**src/sed_pkg.sv**
```systemverilog
package sed_pkg;

  // Escape decoder mode, one-hot
  typedef enum logic [3:0] {
    MODE_NORMAL = 4'b0001,
    MODE_ESCAPE = 4'b0010,
    MODE_HEX    = 4'b0100,
    MODE_OCTAL  = 4'b1000
  } mode_t;

  localparam logic [7:0] CH_NUL       = 8'h00;
  localparam logic [7:0] CH_QUOTE     = 8'h22;
  localparam logic [7:0] CH_BACKSLASH = 8'h5C;
  localparam logic [7:0] CH_X         = 8'h78;
  localparam logic [7:0] CH_ZERO      = 8'h30;

  localparam logic [1:0] HEX_DIGITS = 2'd2;
  localparam logic [1:0] OCT_DIGITS = 2'd3;

  // Queue between the decoder and the result stage
  localparam int QDEPTH = 4;
  localparam int QAW    = $clog2(QDEPTH);
  localparam int QCW    = $clog2(QDEPTH + 1);

  // Results caused by one character: one, or two when two is set
  typedef struct packed {
    logic       two;
    logic [7:0] byte0;
    logic       end0;
    logic [7:0] byte1;
    logic       end1;
  } entry_t;

  // Hex digit value; valid bit on top
  function automatic logic [4:0] hex_value(input logic [7:0] c);
    logic [4:0] r;
    r = 5'd0;
    if (c >= 8'h30 && c <= 8'h39) begin
      r = {1'b1, c[3:0]};
    end else if ((c >= 8'h61 && c <= 8'h66) || (c >= 8'h41 && c <= 8'h46)) begin
      r = {1'b1, c[3:0] + 4'd9};
    end
    return r;
  endfunction

  // Control code for a simple escape letter; the letter itself otherwise
  function automatic logic [7:0] escape_map(input logic [7:0] c);
    logic [7:0] r;
    case (c)
      8'h61:   r = 8'd7;
      8'h62:   r = 8'd8;
      8'h66:   r = 8'd12;
      8'h6E:   r = 8'd10;
      8'h72:   r = 8'd13;
      8'h74:   r = 8'd9;
      8'h76:   r = 8'd11;
      default: r = c;
    endcase
    return r;
  endfunction

endpackage

```
**src/string_escape_decoder_top.sv**
```systemverilog
// String escape decoder. Feed the raw characters of a quoted string body, one
// per push; decoded bytes come out in order, one beat per pop. A backslash
// starts an escape (a b f n r t v give control codes, x takes up to two hex
// digits, 0 takes up to three octal digits wrapping to 8 bits, anything else
// stands for itself). An unescaped quote or a zero byte ends the literal and
// yields one beat with end_flag set and byte_out zero. Each character yields
// zero, one or two beats; last marks the final beat of a character. A new
// character is taken every cycle while the 4-entry internal queue has room;
// the output stage drains one beat per cycle while pop is held; the two beats
// of a character pass the output one after the other. A pushed character's
// first beat is written to the queue, then loaded into the output register.
module string_escape_decoder_top (
  input  logic       clk,
  input  logic       rst,
  input  logic       push,
  output logic       full,
  input  logic [7:0] char_in,
  output logic       empty,
  input  logic       pop,
  output logic [7:0] byte_out,
  output logic       end_flag,
  output logic       last
);
  import sed_pkg::*;

  logic   accept;
  logic   q_wr, q_rd, q_valid, q_full;
  entry_t q_wdata, q_rdata;
  logic   out_valid;
  logic   phase;

  // Take a character whenever the queue has room
  assign accept = push && !q_full;
  assign full   = q_full;
  assign empty  = !out_valid;

  // Decode: hold escape state, classify each character into result beats
  sed_front u_front (
    .clk     (clk),
    .rst     (rst),
    .accept  (accept),
    .char_in (char_in),
    .q_wr    (q_wr),
    .q_wdata (q_wdata)
  );

  // Decouple decode from result delivery
  sed_queue u_queue (
    .clk       (clk),
    .rst       (rst),
    .wr        (q_wr),
    .wdata     (q_wdata),
    .rd        (q_rd),
    .rdata     (q_rdata),
    .not_empty (q_valid),
    .full      (q_full)
  );

  // Serialize one or two beats per entry into the output register
  sed_back u_back (
    .clk       (clk),
    .rst       (rst),
    .q_valid   (q_valid),
    .q_rdata   (q_rdata),
    .q_rd      (q_rd),
    .pop       (pop),
    .out_valid (out_valid),
    .phase     (phase),
    .byte_out  (byte_out),
    .end_flag  (end_flag),
    .last      (last)
  );

  // Never write into a full queue
  a_no_overflow: assert property (@(posedge clk) disable iff (rst)
    q_full |-> !q_wr)
    else $error("write into full queue");

  // End beats carry a zero byte
  a_end_zero: assert property (@(posedge clk) disable iff (rst)
    (!empty && end_flag) |-> (byte_out == 8'd0))
    else $error("end beat with nonzero byte");

  // Second beat pending means its entry is still queued
  a_phase_held: assert property (@(posedge clk) disable iff (rst)
    phase |-> q_valid)
    else $error("second beat pending with empty queue");

  // The first beat of a two-beat entry is never marked last
  a_first_not_last: assert property (@(posedge clk) disable iff (rst)
    (!empty && phase) |-> !last)
    else $error("first of two beats marked last");

  // Reset leaves no beat on the output
  a_reset_empty: assert property (@(posedge clk)
    rst |=> empty)
    else $error("output not empty after reset");

endmodule

```
**src/sed_front.sv**
```systemverilog
module sed_front (
  input  logic          clk,
  input  logic          rst,
  input  logic          accept,
  input  logic [7:0]    char_in,
  output logic          q_wr,
  output sed_pkg::entry_t q_wdata
);
  import sed_pkg::*;

  mode_t      mode, mode_next;
  logic [1:0] digits_left, digits_left_next;
  logic [7:0] escape_accum, escape_accum_next;
  logic [1:0] n_res;
  logic [4:0] hv;
  logic       dig_ok;
  logic [3:0] dig;
  logic [7:0] acc_new;
  logic [1:0] dl_new;
  logic       is_end;

  always_comb begin
    mode_next         = mode;
    digits_left_next  = digits_left;
    escape_accum_next = escape_accum;
    n_res             = 2'd0;
    q_wdata           = '0;
    hv                = hex_value(char_in);
    is_end            = (char_in == CH_NUL) || (char_in == CH_QUOTE);
    dig_ok            = 1'b0;
    dig               = 4'd0;
    acc_new           = 8'd0;
    dl_new            = digits_left - 2'd1;
    if (mode == MODE_HEX) begin
      dig_ok  = hv[4];
      dig     = hv[3:0];
      acc_new = {escape_accum[3:0], 4'd0} + {4'd0, dig};
    end else begin
      dig_ok  = (char_in >= CH_ZERO) && (char_in <= 8'h37);
      dig     = {1'b0, char_in[2:0]};
      acc_new = {escape_accum[4:0], 3'd0} + {4'd0, dig};
    end
    case (mode)
      MODE_NORMAL: begin
        if (is_end) begin
          n_res          = 2'd1;
          q_wdata.end0   = 1'b1;
          mode_next         = MODE_NORMAL;
          digits_left_next  = 2'd0;
          escape_accum_next = 8'd0;
        end else if (char_in == CH_BACKSLASH) begin
          mode_next = MODE_ESCAPE;
        end else begin
          n_res         = 2'd1;
          q_wdata.byte0 = char_in;
        end
      end
      MODE_ESCAPE: begin
        mode_next = MODE_NORMAL;
        if (char_in == CH_NUL) begin
          n_res             = 2'd1;
          q_wdata.end0      = 1'b1;
          digits_left_next  = 2'd0;
          escape_accum_next = 8'd0;
        end else if (char_in == CH_X) begin
          mode_next         = MODE_HEX;
          digits_left_next  = HEX_DIGITS;
          escape_accum_next = 8'd0;
        end else if (char_in == CH_ZERO) begin
          mode_next         = MODE_OCTAL;
          digits_left_next  = OCT_DIGITS;
          escape_accum_next = 8'd0;
        end else begin
          n_res         = 2'd1;
          q_wdata.byte0 = escape_map(char_in);
        end
      end
      MODE_HEX, MODE_OCTAL: begin
        if (dig_ok) begin
          escape_accum_next = acc_new;
          digits_left_next  = dl_new;
          if (dl_new == 2'd0) begin
            n_res             = 2'd1;
            q_wdata.byte0     = acc_new;
            mode_next         = MODE_NORMAL;
            escape_accum_next = 8'd0;
          end
        end else begin
          // flush the pending byte, then treat the character as plain
          n_res             = 2'd1;
          q_wdata.byte0     = escape_accum;
          mode_next         = MODE_NORMAL;
          digits_left_next  = 2'd0;
          escape_accum_next = 8'd0;
          if (is_end) begin
            n_res        = 2'd2;
            q_wdata.end1 = 1'b1;
          end else if (char_in == CH_BACKSLASH) begin
            mode_next = MODE_ESCAPE;
          end else begin
            n_res         = 2'd2;
            q_wdata.byte1 = char_in;
          end
        end
      end
      default: begin
        mode_next = MODE_NORMAL;
      end
    endcase
    q_wdata.two = (n_res == 2'd2);
  end

  assign q_wr = accept && (n_res != 2'd0);

  always_ff @(posedge clk) begin
    if (rst) begin
      mode         <= MODE_NORMAL;
      digits_left  <= 2'd0;
      escape_accum <= 8'd0;
    end else if (accept) begin
      mode         <= mode_next;
      digits_left  <= digits_left_next;
      escape_accum <= escape_accum_next;
    end
  end

endmodule

```
**src/sed_queue.sv**
```systemverilog
module sed_queue (
  input  logic            clk,
  input  logic            rst,
  input  logic            wr,
  input  sed_pkg::entry_t wdata,
  input  logic            rd,
  output sed_pkg::entry_t rdata,
  output logic            not_empty,
  output logic            full
);
  import sed_pkg::*;

  entry_t           mem [QDEPTH];
  logic [QAW-1:0]   wp, rp;
  logic [QCW-1:0]   count;

  assign full      = (count == QCW'(QDEPTH));
  assign not_empty = (count != '0);
  assign rdata     = mem[rp];

  always_ff @(posedge clk) begin
    if (wr) begin
      mem[wp] <= wdata;
    end
  end

  always_ff @(posedge clk) begin
    if (rst) begin
      wp    <= '0;
      rp    <= '0;
      count <= '0;
    end else begin
      if (wr) begin
        wp <= wp + QAW'(1);
      end
      if (rd) begin
        rp <= rp + QAW'(1);
      end
      count <= count + QCW'(wr) - QCW'(rd);
    end
  end

endmodule

```
**src/sed_back.sv**
```systemverilog
module sed_back (
  input  logic            clk,
  input  logic            rst,
  input  logic            q_valid,
  input  sed_pkg::entry_t q_rdata,
  output logic            q_rd,
  input  logic            pop,
  output logic            out_valid,
  output logic            phase,
  output logic [7:0]      byte_out,
  output logic            end_flag,
  output logic            last
);
  import sed_pkg::*;

  logic load;

  // Load a new beat when the output register is free or being drained
  assign load = q_valid && (!out_valid || pop);
  assign q_rd = load && (phase || !q_rdata.two);

  always_ff @(posedge clk) begin
    if (rst) begin
      out_valid <= 1'b0;
      phase     <= 1'b0;
    end else begin
      if (load) begin
        out_valid <= 1'b1;
        phase     <= phase ? 1'b0 : q_rdata.two;
      end else if (pop) begin
        out_valid <= 1'b0;
      end
    end
  end

  always_ff @(posedge clk) begin
    if (load) begin
      byte_out <= phase ? q_rdata.byte1 : q_rdata.byte0;
      end_flag <= phase ? q_rdata.end1 : q_rdata.end0;
      last     <= phase || !q_rdata.two;
    end
  end

endmodule

```
**config.mk**
```make
export PLATFORM = sky130hd
export DESIGN_NAME = string_escape_decoder_top
export DESIGN_NICKNAME = d
export VERILOG_FILES = /design/src/sed_pkg.sv /design/src/string_escape_decoder_top.sv /design/src/sed_front.sv /design/src/sed_queue.sv /design/src/sed_back.sv
export SDC_FILE = /design/constraint.sdc
export NUM_CORES = 1
export LEC_CHECK = 0
export BUFFER_PORTS_ARGS = -buffer_cell sky130_fd_sc_hd__buf_2
export CORE_ASPECT_RATIO = 1.2
export CORE_MARGIN = 4
export CORE_UTILIZATION = 40
export CTS_BUF_LIST = sky130_fd_sc_hd__clkbuf_8 sky130_fd_sc_hd__clkbuf_16
export DETAILED_ROUTE_END_ITERATION = 16
export PLACE_DENSITY = 0.61
export SLEW_MARGIN = 20
export SYNTH_ARGS = -nofsm -noshare
export SYNTH_HDL_FRONTEND = slang
export SYNTH_SLANG_ARGS = --single-unit
export TNS_END_PERCENT = 1
```
**constraint.sdc**
```tcl
create_clock -name clk -period 8.95 [get_ports clk]
set_clock_uncertainty 0.15 [all_clocks]
set_input_delay 0.895 -clock clk [delete_from_list [all_inputs] [get_ports clk]]
set_output_delay 0.895 -clock clk [all_outputs]
set_load 0.01 [all_outputs]
```
* Word level (Yosys, flattened, before mapping)
Memory sizes are Yosys's and may differ from the RTL's. A register that Yosys moved wholly into a read port is not among the register bits.
Index checks and enable logic that the tools add are counted.
** Storage, ports and cells
- Flip-flop bits (word level) :: 33
- Bits in latches :: 0
- Bits in read-only memories :: 0
- Memories kept :: 1
- RAM bits :: 76
** Cells by class
- Mux-type cells :: 60
- Equality and inequality tests :: 21
- Multipliers :: 0
- $lt $le $gt $ge :: 7
- Add/sub/neg operators :: 8
- Bitwise logic cells :: 0
- Div/mod/pow operators :: 0
- Reduce and logical (&&, ||, !) cells :: 24
- Shifts and indexed selects :: 0
** Memory list
- u_queue.mem :: depth 4, width 19, rd ports 1, clocked after Yosys merged registers in 1, wr ports 1, RTL line sed_queue.sv:13 : entry_t mem [QDEPTH];
** Operator list (number)
- 8-bit 2-to-1 mux :: 15
- 8-bit by 7-bit == test with 1-bit output (second input constant) :: 9
- 8-bit one-hot mux with 7 select lines :: 1
- 8-bit one-hot mux with 3 select lines :: 2
- 4-bit 2-to-1 mux :: 8
- 2-bit 2-to-1 mux :: 13
- 9-bit 2-to-1 mux :: 2
- 8-bit by 6-bit == test with 1-bit output (second input constant) :: 2
- 8-bit by 7-bit >= comparator with 1-bit output (second input constant) :: 2
- 8-bit by 6-bit less-or-equal comparator with 1-bit output (second input constant) :: 2
- 8-bit by 7-bit less-or-equal comparator with 1-bit output (second input constant) :: 2
- 1-bit 2-to-1 mux :: 13
- 2-bit one-hot mux with 3 select lines :: 2
- 4-bit one-hot mux with 3 select lines :: 1
- 5-bit 2-to-1 mux :: 2
- 8-bit by 3-bit adder with 8-bit output :: 1
- 8-bit by 4-bit adder with 8-bit output :: 1
- 8-bit by 6-bit >= comparator with 1-bit output (second input constant) :: 1
- 1-bit logical AND :: 8
- 8-bit logical NOT :: 1
- 3-bit nonzero test :: 2
- 2-bit by 1-bit adder with 2-bit output (second input constant) :: 2
- 4-bit adder (second input constant) :: 1
- 4-bit by 1-bit == test with 1-bit output (second input constant) :: 1
- 20 further kinds :: 26

* Longest topological paths before layout
Gate-level depths: netlist of the first run.
- Depth after elaboration :: 12
- Gate-level depth with buffers :: 11

* Hierarchy
From an unflattened synthesis of the first run, not the netlist that was laid out.
** Second synthesis, totals
- Cell total of the unflattened synthesis :: 426
- Area, all modules :: 5562.8 um2
** Modules (own cells, without submodules)
- sed_queue :: times used 1, cells each 141, seq. area each 2462.4 um2, area an instance 3225.6 um2
- sed_front :: times used 1, cells each 250, seq. area each 280.3 um2, area an instance 1759.2 um2
- sed_back :: times used 1, cells each 33, seq. area each 340.3 um2, area an instance 560.5 um2
- string_escape_decoder_top :: times used 1, cells each 2, seq. area each 0.0 um2, area an instance 17.5 um2

* Worst setup path after synthesis of the first run
OpenSTA, ideal clock, no wires.
- Kind :: input to register
- From :: input port char_in[4]
- To :: memory u_queue.mem[0][0] in the netlist's numbering (enable)
- Setup time :: 0.377 ns
- Data required time :: 8.423 ns
- Stages :: 6
- Buffers on the path :: 1
- Arrival :: 3.125 ns
- Slack :: 5.298 ns
- Cell sequence :: buf_6 or4b_1 or3_4 a311o_1 a41oi_4 and2_1
** On the way
- Cells in the longest elaborated chain, start to end :: 12
- Elaborated cells between the ends (all ways) :: 34
** RTL lines
- start, declared :: RTL line string_escape_decoder_top.sv:17 : input logic [7:0] char_in,
- 8-bit by 7-bit >= comparator with 1-bit output or 8-bit by 7-bit less-or-equal comparator with 1-bit output (tied branches) :: RTL line sed_pkg.sv:40 : end else if ((c >= 8'h61 && c <= 8'h66) || (c >= 8'h41 && c <= 8'h46)) begin
- 1-bit logical AND :: RTL line sed_pkg.sv:40
- 1-bit logical OR :: RTL line sed_pkg.sv:40
- 5-bit 2-to-1 mux :: RTL line sed_pkg.sv:40
- 5-bit 2-to-1 mux :: RTL line sed_pkg.sv:38 : if (c >= 8'h30 && c <= 8'h39) begin
- 1-bit 2-to-1 mux :: RTL line sed_front.sv:34 : if (mode == MODE_HEX) begin
- 2-bit 2-to-1 mux :: RTL line sed_front.sv:79 : if (dig_ok) begin
- 2-bit one-hot mux with 3 select lines (*) :: RTL line sed_front.sv:43 : case (mode)
- 2-bit nonzero test (*) :: RTL line sed_front.sv:113 : assign q_wr = accept && (n_res != 2'd0);
- 1-bit logical AND (*) :: RTL line sed_front.sv:113
- 1-bit 2-to-1 mux (*) :: RTL line sed_queue.sv:22 : if (wr) begin
- 1-bit 2-to-1 mux (not written as such) (*) :: RTL line sed_queue.sv:23 : mem[wp] <= wdata;
- end, declared :: RTL line sed_queue.sv:13
Mark *: on every way between the ends. The rest lies on a longest branch, timed or not.

* Worst setup path in the final report of the first run
- From :: input port char_in[4]
- To :: memory u_queue.mem[0][13] in the netlist's numbering (enable)
The elaborated chain is that of the path after synthesis.

==> impl_metrics.toml, run 1 <==
[setup_path]
crit_chain = "buf_2 > or4bb_1 > a21o_1 > a311o_1 > a41oi_4 > and2_1"
cp.arrival_ns = 3.76
crit_start = "char_in[4]"
timing.rr.end = "u_queue.mem[0][13]"
crit_fanout = 19
critical_path_class = "primary input to flop"
reg2reg_slack_ns = 5.42
critPathMaxStageDelay_ns = 0.85
cp_num_cells = 6
crit_end = "u_queue.mem[0][13]"
path_buf_inv = 1
critPathSlowestCell = "and2_1"
crit_family = "simple AND/OR/NAND/NOR gates"
crit_required_ns = 8.76
endpoint_kind = "flop"
r2r_cells = 5
cp-start-kind = "primary input"
timing.rr.start = "u_front.mode[0]"

[layout]
mostFrequentLayoutCells = "edfxtp_1 (86), nand2_1 (53), nor2_1 (25), dfxtp_1 (25), buf_2 (23)"
drive_gt1_frac = 0.1561
final_common_cell = "edfxtp_1"
area_delta_synth_final_pct = 10.03
fin_nets = 462
diodes = 0
instances_no_fill = 610

[timing]
setup_violations = 0
worstMarginPinSlew_ns = 1.009
fmax_mhz = 252.8
min_period_over_period = 0.4420
worst_slack_ns = 4.994
fin_setup_tns_ns = 0
timing.slew.headroom = 0.3271
fin_crit_ns = 3.956
rsz0062_at_grt = "false"
maxSlewViolCount = 0
final-hold-violation-count = 0

[place]
dp_slack_ns = 4.639
post-place-cells = 594
hpwl_mm = 7.912
globalplace.congestion = 0.9096
port-buffer-count = 23

[floorplan]
start_util = 0.4078
die-area_um2 = 15360
die_y_um = 135.0
core-area_um2 = 13180
std_cell_rows = 46
ioPinCount = 24
die_w_um = 113.8

[yosys]
synth_edf_count = 86
synth_warnings = 0
async_flop_share = 0
syn_area_um2 = 5375
syn_area_per_cell_um2 = 12.68
syn_inst = 424
ys_ff_latch = 111
synth_fp_nets = 449
synth_cell_type_count = 67
ys_seq_area_frac = 0.5736
synth_ff_type = "edfxtp_1"

[route]
routed-wl-met3_um = 474
vias_per_cell = 5.549
wl_per_cell_um = 18.17
routed-wl-met2_mm = 5.555
top_layer = "met4"
drtPass1Iterations = 5
vias = 3385
drt_wl_total_mm = 11.08
ant_nets = 0
route.detailed.drc = 0
detailedRoute.firstIterationViolations = 187
wl_met1_mm = 4.844

[clocking]
cts_root_buf = "clkbuf_16"
ctsHtreeMaxLevel = 3
cts_tree = "done"
cts_buffer_depth = 2
hold_buffers = 0
ctsResizeCount = 0
cts_made_buffers = 9
clkTransAtPathRegs_ns = 0.07
clk_latency_ns = 0.34
cts_sinks = 111
cts_setup_buffers = 0

[global_routing]
antenna_found_initial = 0
grt-ovfl-total = 0
grt_pass1_wl_mm = 17.85
track_usage = 0.1483
grt_max_degree = 25
grt_pass1_vias = 3308

[hold_path]
hp-class = "flop to flop"

[run]
max_cap_violations = 0

[status]
status = "finished, final reports clean"

[power]
p_leak_nw = 2.035
ir_worst_vdd_v = 0.0001086
powerDensity_nw_per_um2 = 274.4
[flip-flops by register name, summed over array words and instances, names as in the netlist, named ones only]
| name | count |
|---|---|
| u_front.mode | 4 |
| u_back.end_flag | 1 |
| u_back.last | 1 |
| u_queue.rp | 2 |
| u_front.escape_accum | 8 |
| u_back.byte_out | 8 |
| u_queue.wp | 2 |
| u_queue.mem | 76 |
| u_front.digits_left | 2 |
| u_back.phase | 1 |
| u_queue.count | 3 |
| u_back.out_valid | 1 |
[cell usage after synthesis (8+ instances only)]
library cell | n | area share
ha_1 | 12 | 0.028
edfxtp_1 | 86 | 0.48
inv_1 | 14 | 0.0098
clkbuf_1 | 11 | 0.0077
and2_1 | 8 | 0.0093
o21ai_0 | 12 | 0.011
a21oi_1 | 20 | 0.019
nand2_1 | 53 | 0.037
mux4_2 | 19 | 0.080
nor2_1 | 25 | 0.017
dfxtp_1 | 25 | 0.093
mux2i_1 | 8 | 0.015
[metrics by stage]
step	utilization	power, W	hold WS (ns)	cell area (µm²)
after floorplan	-	0.001108	0.2817	5375
after global placement	0.4251	0.001217	0.2976	5603
after detailed placement	0.4251	0.001235	0.2928	5603
after CTS	0.4484	0.001642	0.3028	5909
after global routing	0.4487	0.001725	0.3345	5914
final	0.4487	0.001623	0.3073	5914
[cells by family after synthesis]
family,count (synthesis),share of synthesized area
buffers and inverters,36,0.02933
flip-flops,111,0.5736
multiplexers,27,0.09451
adder cells (fa/ha/maj),13,0.03166
XOR/XNOR,9,0.01466
AND/OR/NAND/NOR,150,0.1480
AO/OA/AOI/OAI,78,0.1082
[per-layer routing]
layer	GRT usage	vias up
li1	-	1632
met1	0.1973	1662
met2	0.2449	77
met3	0.02062	14
met4	0.06073	0
met5	0	-
[how the worst min path moves through the flow]
stage | slack [ns] | endpoint | cells past startpoint | from
floorplan | 0.28 | u_front.escape_accum[5] | 2 | u_front.escape_accum[5]
global placement | 0.30 | u_front.escape_accum[5] | 2 | u_front.escape_accum[5]
detailed placement | 0.29 | u_front.escape_accum[5] | 2 | u_front.escape_accum[5]
CTS | 0.30 | u_front.escape_accum[5] | 2 | u_front.escape_accum[5]
global route | 0.33 | u_front.escape_accum[7] | 2 | u_front.escape_accum[7]
finish | 0.31 | u_front.escape_accum[5] | 2 | u_front.escape_accum[5]
[where the power goes]
part           total [W]  internal, W  switching, W
Clock           0.000409     0.000227      0.000182
Sequential      0.000747     0.000700     0.0000468
Combinational   0.000467     0.000202      0.000265
[final cells by class]
type,instances,area [µm²]
inverters,14,52.55
repair buffers,24,122.6
clock inverters,6,67.56
multi-input cells,277,2140
clock buffers,10,239.0
flip-flops and latches,111,3083
well taps,168,210.2
fillers,1188,7266
[worst min-delay path: stages (launching register included)]
cell,delay (ns)
dfxtp_1,0.31
nand2_1,0.05
a21oi_1,0.05
Note: power is estimated with default switching activity, not from simulation.
==> run 2, diff against run 1 <==
Settings changed: ABC_AREA set to 1.
Clock period 8.95 ns to 3.8 ns, I/O delays scaled along.
==> impl_metrics.toml, run 2 <==
[status]
status = "finished, final reports clean"

[place]
port-buffer-count = 23
hpwl_mm = 8.212
globalplace.congestion = 0.9191

[yosys]
ys_ff_latch = 111
synth_warnings = 0
ys_seq_area_frac = 0.5746
syn_area_per_cell_um2 = 9.667
yosysTopAreaCellShare = 0.4813
synth_edf_count = 86
async_flop_share = 0
synth_cell_type_count = 34
yosysTopAreaCell = "edfxtp_1"
syn_inst = 555
synth_ff_type = "edfxtp_1"
ys_top_cells_by_area = "edfxtp_1 (48%), dfxtp_1 (9.3%), nor2_1 (7.1%)"
yosys-top-cells-count = "nor2_1 (101), edfxtp_1 (86), nand2_1 (74), o21ai_0 (57), inv_1 (56)"
synth_fp_nets = 580
syn_area_um2 = 5365
yosysMostFrequentCell = "nor2_1"

[route]
vias = 3928
drt_wl_total_mm = 11.71
drtPass1Iterations = 5
detailedRoute.firstIterationViolations = 191
vias_per_cell = 5.196
wl_per_cell_um = 15.48
route.detailed.drc = 0
ant_nets = 0

[floorplan]
core-area_um2 = 13180
die-area_um2 = 15340
std_cell_rows = 46
ioPinCount = 24
die_w_um = 113.7
die_y_um = 134.9
start_util = 0.4071

[clocking]
hold_buffers = 0
cts_setup_buffers = 0
clkTransAtPathRegs_ns = 0.07
ctsResizeCount = 0
cts_made_buffers = 9
clk_latency_ns = 0.35
cts_tree = "done"
cts_root_buf = "clkbuf_16"
cts_sinks = 111
cts_buffer_depth = 2
ctsHtreeMaxLevel = 3

[run]
max_cap_violations = 0

[layout]
drive_gt1_frac = 0.1480
multi_input_area_um2 = 1963
largestRegisters = "u_queue.mem: 76 flops, u_back.byte_out: 8 flops, u_front.escape_accum: 8 flops"
diodes = 0
nFillCells = 1242
largest_reg_flops = 76
fin_nets = 608
final_common_cell = "nor2_1"
largest-register = "u_queue.mem"
area_delta_synth_final_pct = 11.94
ff_latch_area_um2 = 3083
mostFrequentLayoutCells = "nor2_1 (101), edfxtp_1 (86), nand2_1 (74), inv_1 (58), o21ai_0 (57)"

[power]
powerDensity_nw_per_um2 = 607.0
p_leak_nw = 2.381
ir_worst_vdd_v = 0.0003197

[global_routing]
antenna_found_initial = 0
track_usage = 0.1619
grt_max_degree = 37
grt-ovfl-total = 0
grt_pass1_wl_mm = 19.34
grt_pass1_vias = 3978

[timing]
timing.slew.headroom = 0.6748
min_period_over_period = 0.7397
fin_setup_tns_ns = 0
fin_crit_ns = 2.811
final-hold-violation-count = 0
setup_violations = 0
fmax_mhz = 355.8
rsz0062_at_grt = "false"
timing.hold.ws_ns = 0.2288
worstMarginPinSlew_ns = 0.4827
maxSlewViolCount = 0

[setup_path]
cp.arrival_ns = 2.93
timing.rr.end = "u_queue.count[2]"
critical_path_class = "primary input to flop"
r2r_cells = 15
crit_fanout = 10
endpoint_kind = "flop"
crit_required_ns = 3.92
cp-start-kind = "primary input"
timing.rr.start = "u_front.mode[0]"
reg2reg_slack_ns = 1.10

[hold_path]
min_path_cells = 4
hp-start = "pop"
hp-class = "primary input to flop"
holdPathEnd = "u_back.out_valid"
run 2: routing by layer:
layer  part of all wire  wire, µm  vias to the layer above  track usage
li1                   -         -                     1947            -
met3              0.043       503                       24      0.03586
met4              0.027       319                        0      0.06613
met1               0.41      4830                     1863       0.1844
met5                  0         0                        -            0
met2               0.52      6052                       94       0.2914
run 2: worst max-delay path by stage:
| stage | depth (start not counted) | to | startpoint |
|---|---|---|---|
| floorplan | 11 | u_queue.mem[0][0] | char_in[0] |
| global placement | 18 | u_queue.count[2] | char_in[0] |
| detailed placement | 18 | u_queue.count[2] | char_in[0] |
| CTS | 18 | u_queue.count[2] | char_in[0] |
| global route | 18 | u_queue.count[2] | char_in[0] |
| finish | 18 | u_queue.count[2] | char_in[0] |
run 2: metrics by stage:
| step | total power [W] | instance area [µm²] | utilization | worst slack [ns] | instances |
|---|---|---|---|---|---|
| after global routing | 0.003878 | 6006 | 0.4557 | 0.7417 | 756 |
| final | 0.003645 | 6006 | 0.4557 | 0.9891 | 756 |
| after CTS | 0.003689 | 6006 | 0.4557 | 0.9797 | 756 |
| after global placement | 0.002669 | 5690 | 0.4317 | 0.7671 | 740 |
| after floorplan | 0.002352 | 5365 | - | 0.8544 | 555 |
| after detailed placement | 0.002704 | 5690 | 0.4317 | 0.6318 | 740 |
run 2: final cells by class:
class	instances	share of cell area
Sequential cell	111	0.5133
Timing Repair Buffer	33	0.03167
Clock buffer	9	0.03750
Inverter	65	0.04063
Multi-Input combinational cell	363	0.3269
Tap cell	168	0.03500
Clock inverter	7	0.01500
run 2: kinds of logic after synthesis:
group,count (synthesis),synth area share
adder cells (fa/ha/maj),13,0.03172
AO/OA/AOI/OAI,116,0.1187
AND/OR/NAND/NOR,233,0.2139
XOR/XNOR,1,0.001633
flip-flops,111,0.5746
buffers and inverters,81,0.05947
run 2: worst max-delay path, cell delays in order:
cell	delay (ns)
buf_2	0.17
inv_1	0.13
ha_1	0.23
nor2_1	0.11
nor2_1	0.05
o21ai_2	0.20
nand3_4	0.14
nand2_8	0.13
nand2_1	0.07
nand3_1	0.08
nand3_2	0.13
nand2_1	0.17
inv_1	0.06
ha_1	0.19
fa_1	0.39
inv_1	0.07
o21ai_0	0.08
a21oi_1	0.14
run 2: power by group:
part | internal [W] | total (W) | switching [W]
combinational | 0.000334 | 0.00104 | 0.000707
sequential | 0.00156 | 0.00162 | 0.0000590
clock | 0.000575 | 0.000983 | 0.000408
total | 0.00247 | 0.00365 | 0.00117
==> run 3, diff against run 2 <==
Settings changed: PLACE_DENSITY 0.61 to 0.63.
Clock period 3.8 ns to 2.5 ns, I/O delays scaled along.
==> impl_metrics.toml, run 3 (synthesized netlist as in run 2, its figures left out) <==
[power]
powerDensity_nw_per_um2 = 865.9
ir_worst_vdd_v = 0.0003860
power_frac_comb = 0.314
power.clock.fraction = 0.243
p_leak_nw = 2.576
p_switching_w = 0.001862
seq_power_share = 0.444
internal_power_w = 0.003689
sw_frac_of_total = 0.3355

[setup_path]
crit_start = "u_front.mode[2]"
crit_end = "u_queue.count[1]"
critical_path_class = "flop to flop"
cp_common_cell = "inv_1"
cp_num_cells = 13
path_buf_inv = 4
timing.rr.start = "u_front.mode[2]"
cp-start-kind = "flop"
timing.rr.end = "u_queue.count[1]"
cp.arrival_ns = 2.34
r2r_cells = 13
crit_fanout = 4
endpoint_kind = "flop"
reg2reg_slack_ns = 0.24
crit_family = "simple AND/OR/NAND/NOR gates"
critPathSlowestCell = "fa_2"
crit_required_ns = 2.58
crit_chain = "nor2_2 > inv_2 > nor3_2 > nand3_1 > nand2_1 > inv_1 > nand3_2 > nand2_4 > inv_1 > ha_2 > fa_2 > inv_1 > nor2_1"
critPathMaxStageDelay_ns = 0.43

[global_routing]
track_usage = 0.1653
grt_pass1_wl_mm = 19.68
grt-ovfl-total = 0
grt_pass1_vias = 3879
antenna_found_initial = 0
grt_max_degree = 37

[run]
max_cap_violations = 0

[clocking]
ctsHtreeMaxLevel = 3
cts_buffer_depth = 2
clkTransAtPathRegs_ns = 0.07
cts_made_buffers = 9
cts_sinks = 111
clk_latency_ns = 0.34
hold_buffers = 0
cts_root_buf = "clkbuf_16"
cts_tree = "done"

[timing]
timing.hold.ws_ns = 0.1127
fmax_mhz = 442.0
rsz0062_at_grt = "false"
maxSlewViolCount = 0
min_period_over_period = 0.9051
final-hold-violation-count = 0
fin_crit_ns = 2.263
setup_violations = 0
worst_slack_ns = 0.2373
worstMarginPinSlew_ns = 0.4291
timing.slew.headroom = 0.7109

[place]
placed_cell_area_um2 = 6088
dp_slack_ns = -0.1593
globalplace.congestion = 0.8976
port-buffer-count = 23
hpwl_mm = 8.824

[layout]
drive_gt1_frac = 0.2243
largest-register = "u_queue.mem"
area_delta_synth_final_pct = 19.50
largest_reg_flops = 76
final_common_cell = "nor2_1"
finish.instance_area_um2 = 6411
diodes = 0
mostFrequentLayoutCells = "nor2_1 (97), edfxtp_1 (86), nand2_1 (73), o21ai_0 (57), inv_1 (55)"
largestRegisters = "u_queue.mem: 76 flops, u_back.byte_out: 8 flops, u_front.escape_accum: 8 flops"
fin_nets = 653

[route]
wl_per_cell_um = 15.03
drt_wl_total_mm = 12.04
vias_per_cell = 5.035
route.detailed.drc = 0
vias = 4033
drtPass1Iterations = 5
detailedRoute.firstIterationViolations = 233
ant_nets = 0

[status]
status = "finished, final reports clean"

[floorplan]
die_w_um = 113.7
die_y_um = 134.9
ioPinCount = 24
die-area_um2 = 15340
start_util = 0.4071
std_cell_rows = 46
core-area_um2 = 13180

[hold_path]
hp-class = "primary input to flop"
[run 3: cell count changes in the layout (fill, tap and decap cells not counted), sizes merged]
cell    before  now
buf         33   78
clkinv       2    4
bufinv       2    0
[run 3: layer usage]
layer / track usage / routed length [µm]
met1: 0.2018 / 4969
met2: 0.2954 / 6180
met3: 0.03182 / 603
met4: 0.04810 / 285
met5: 0 / 0
[run 3: worst register-to-register path: stages (launching register included)]
cell and delay, ns:
dfxtp_1 0.37, nor2_2 0.16, inv_2 0.06, nor3_2 0.19, nand3_1 0.19, nand2_1 0.09
inv_1 0.05, nand3_2 0.10, nand2_4 0.05, inv_1 0.05, ha_2 0.17, fa_2 0.43
inv_1 0.06, nor2_1 0.03
[run 3: worst min-delay path by stage]
stage	from	to	slack [ns]	cells past startpoint
2_1_floorplan	rst	u_front.digits_left[0]	0.17	1
3_3_place_gp	u_front.escape_accum[5]	u_front.escape_accum[5]	0.30	2
3_5_place_dp	u_front.escape_accum[3]	u_front.escape_accum[3]	0.31	2
4_1_cts	rst	u_queue.count[1]	0.11	2
5_1_grt	rst	u_queue.count[0]	0.14	2
6_report	rst	u_queue.count[1]	0.11	2
[run 3: metrics by stage]
step / std cells / util / setup TNS [ns] / total power (W)
6_report: 801 / 0.4864 / 0 / 0.005551
5_1_grt: 801 / 0.4864 / 0 / 0.005914
4_1_cts: 798 / 0.4831 / 0 / 0.005590
3_5_place_dp: 782 / 0.4619 / -0.7562 / 0.004261
3_3_place_gp: 782 / 0.4619 / -0.3109 / 0.004207
2_1_floorplan: 555 / - / -0.01928 / 0.003608
[run 3: cell type report]
cell class | count | area, µm²
inverter | 65 | 246.5
clock inverter | 7 | 53.80
tap | 168 | 210.2
clock buffer | 9 | 225.2
multi-input combinational | 363 | 2013
sequential | 111 | 3084
fill | 1209 | 6769
timing repair buffer | 78 | 578.1
[run 3: power by group through the flow]
stage	clock network, W	logic, W	registers, W
after floorplan	0	0.00107	0.00254
after global placement	0	0.00171	0.00250
after detailed placement	0	0.00176	0.00251
after CTS	0.00137	0.00176	0.00246
after global routing	0.00145	0.00196	0.00250
final	0.00135	0.00174	0.00246
[run 3: repair_timing]
action | 4_1_cts | 5_1_grt
gates resized for setup | 0 | 7
setup buffers | 0 | 3
endpoints found under the setup margin | 0 | 2
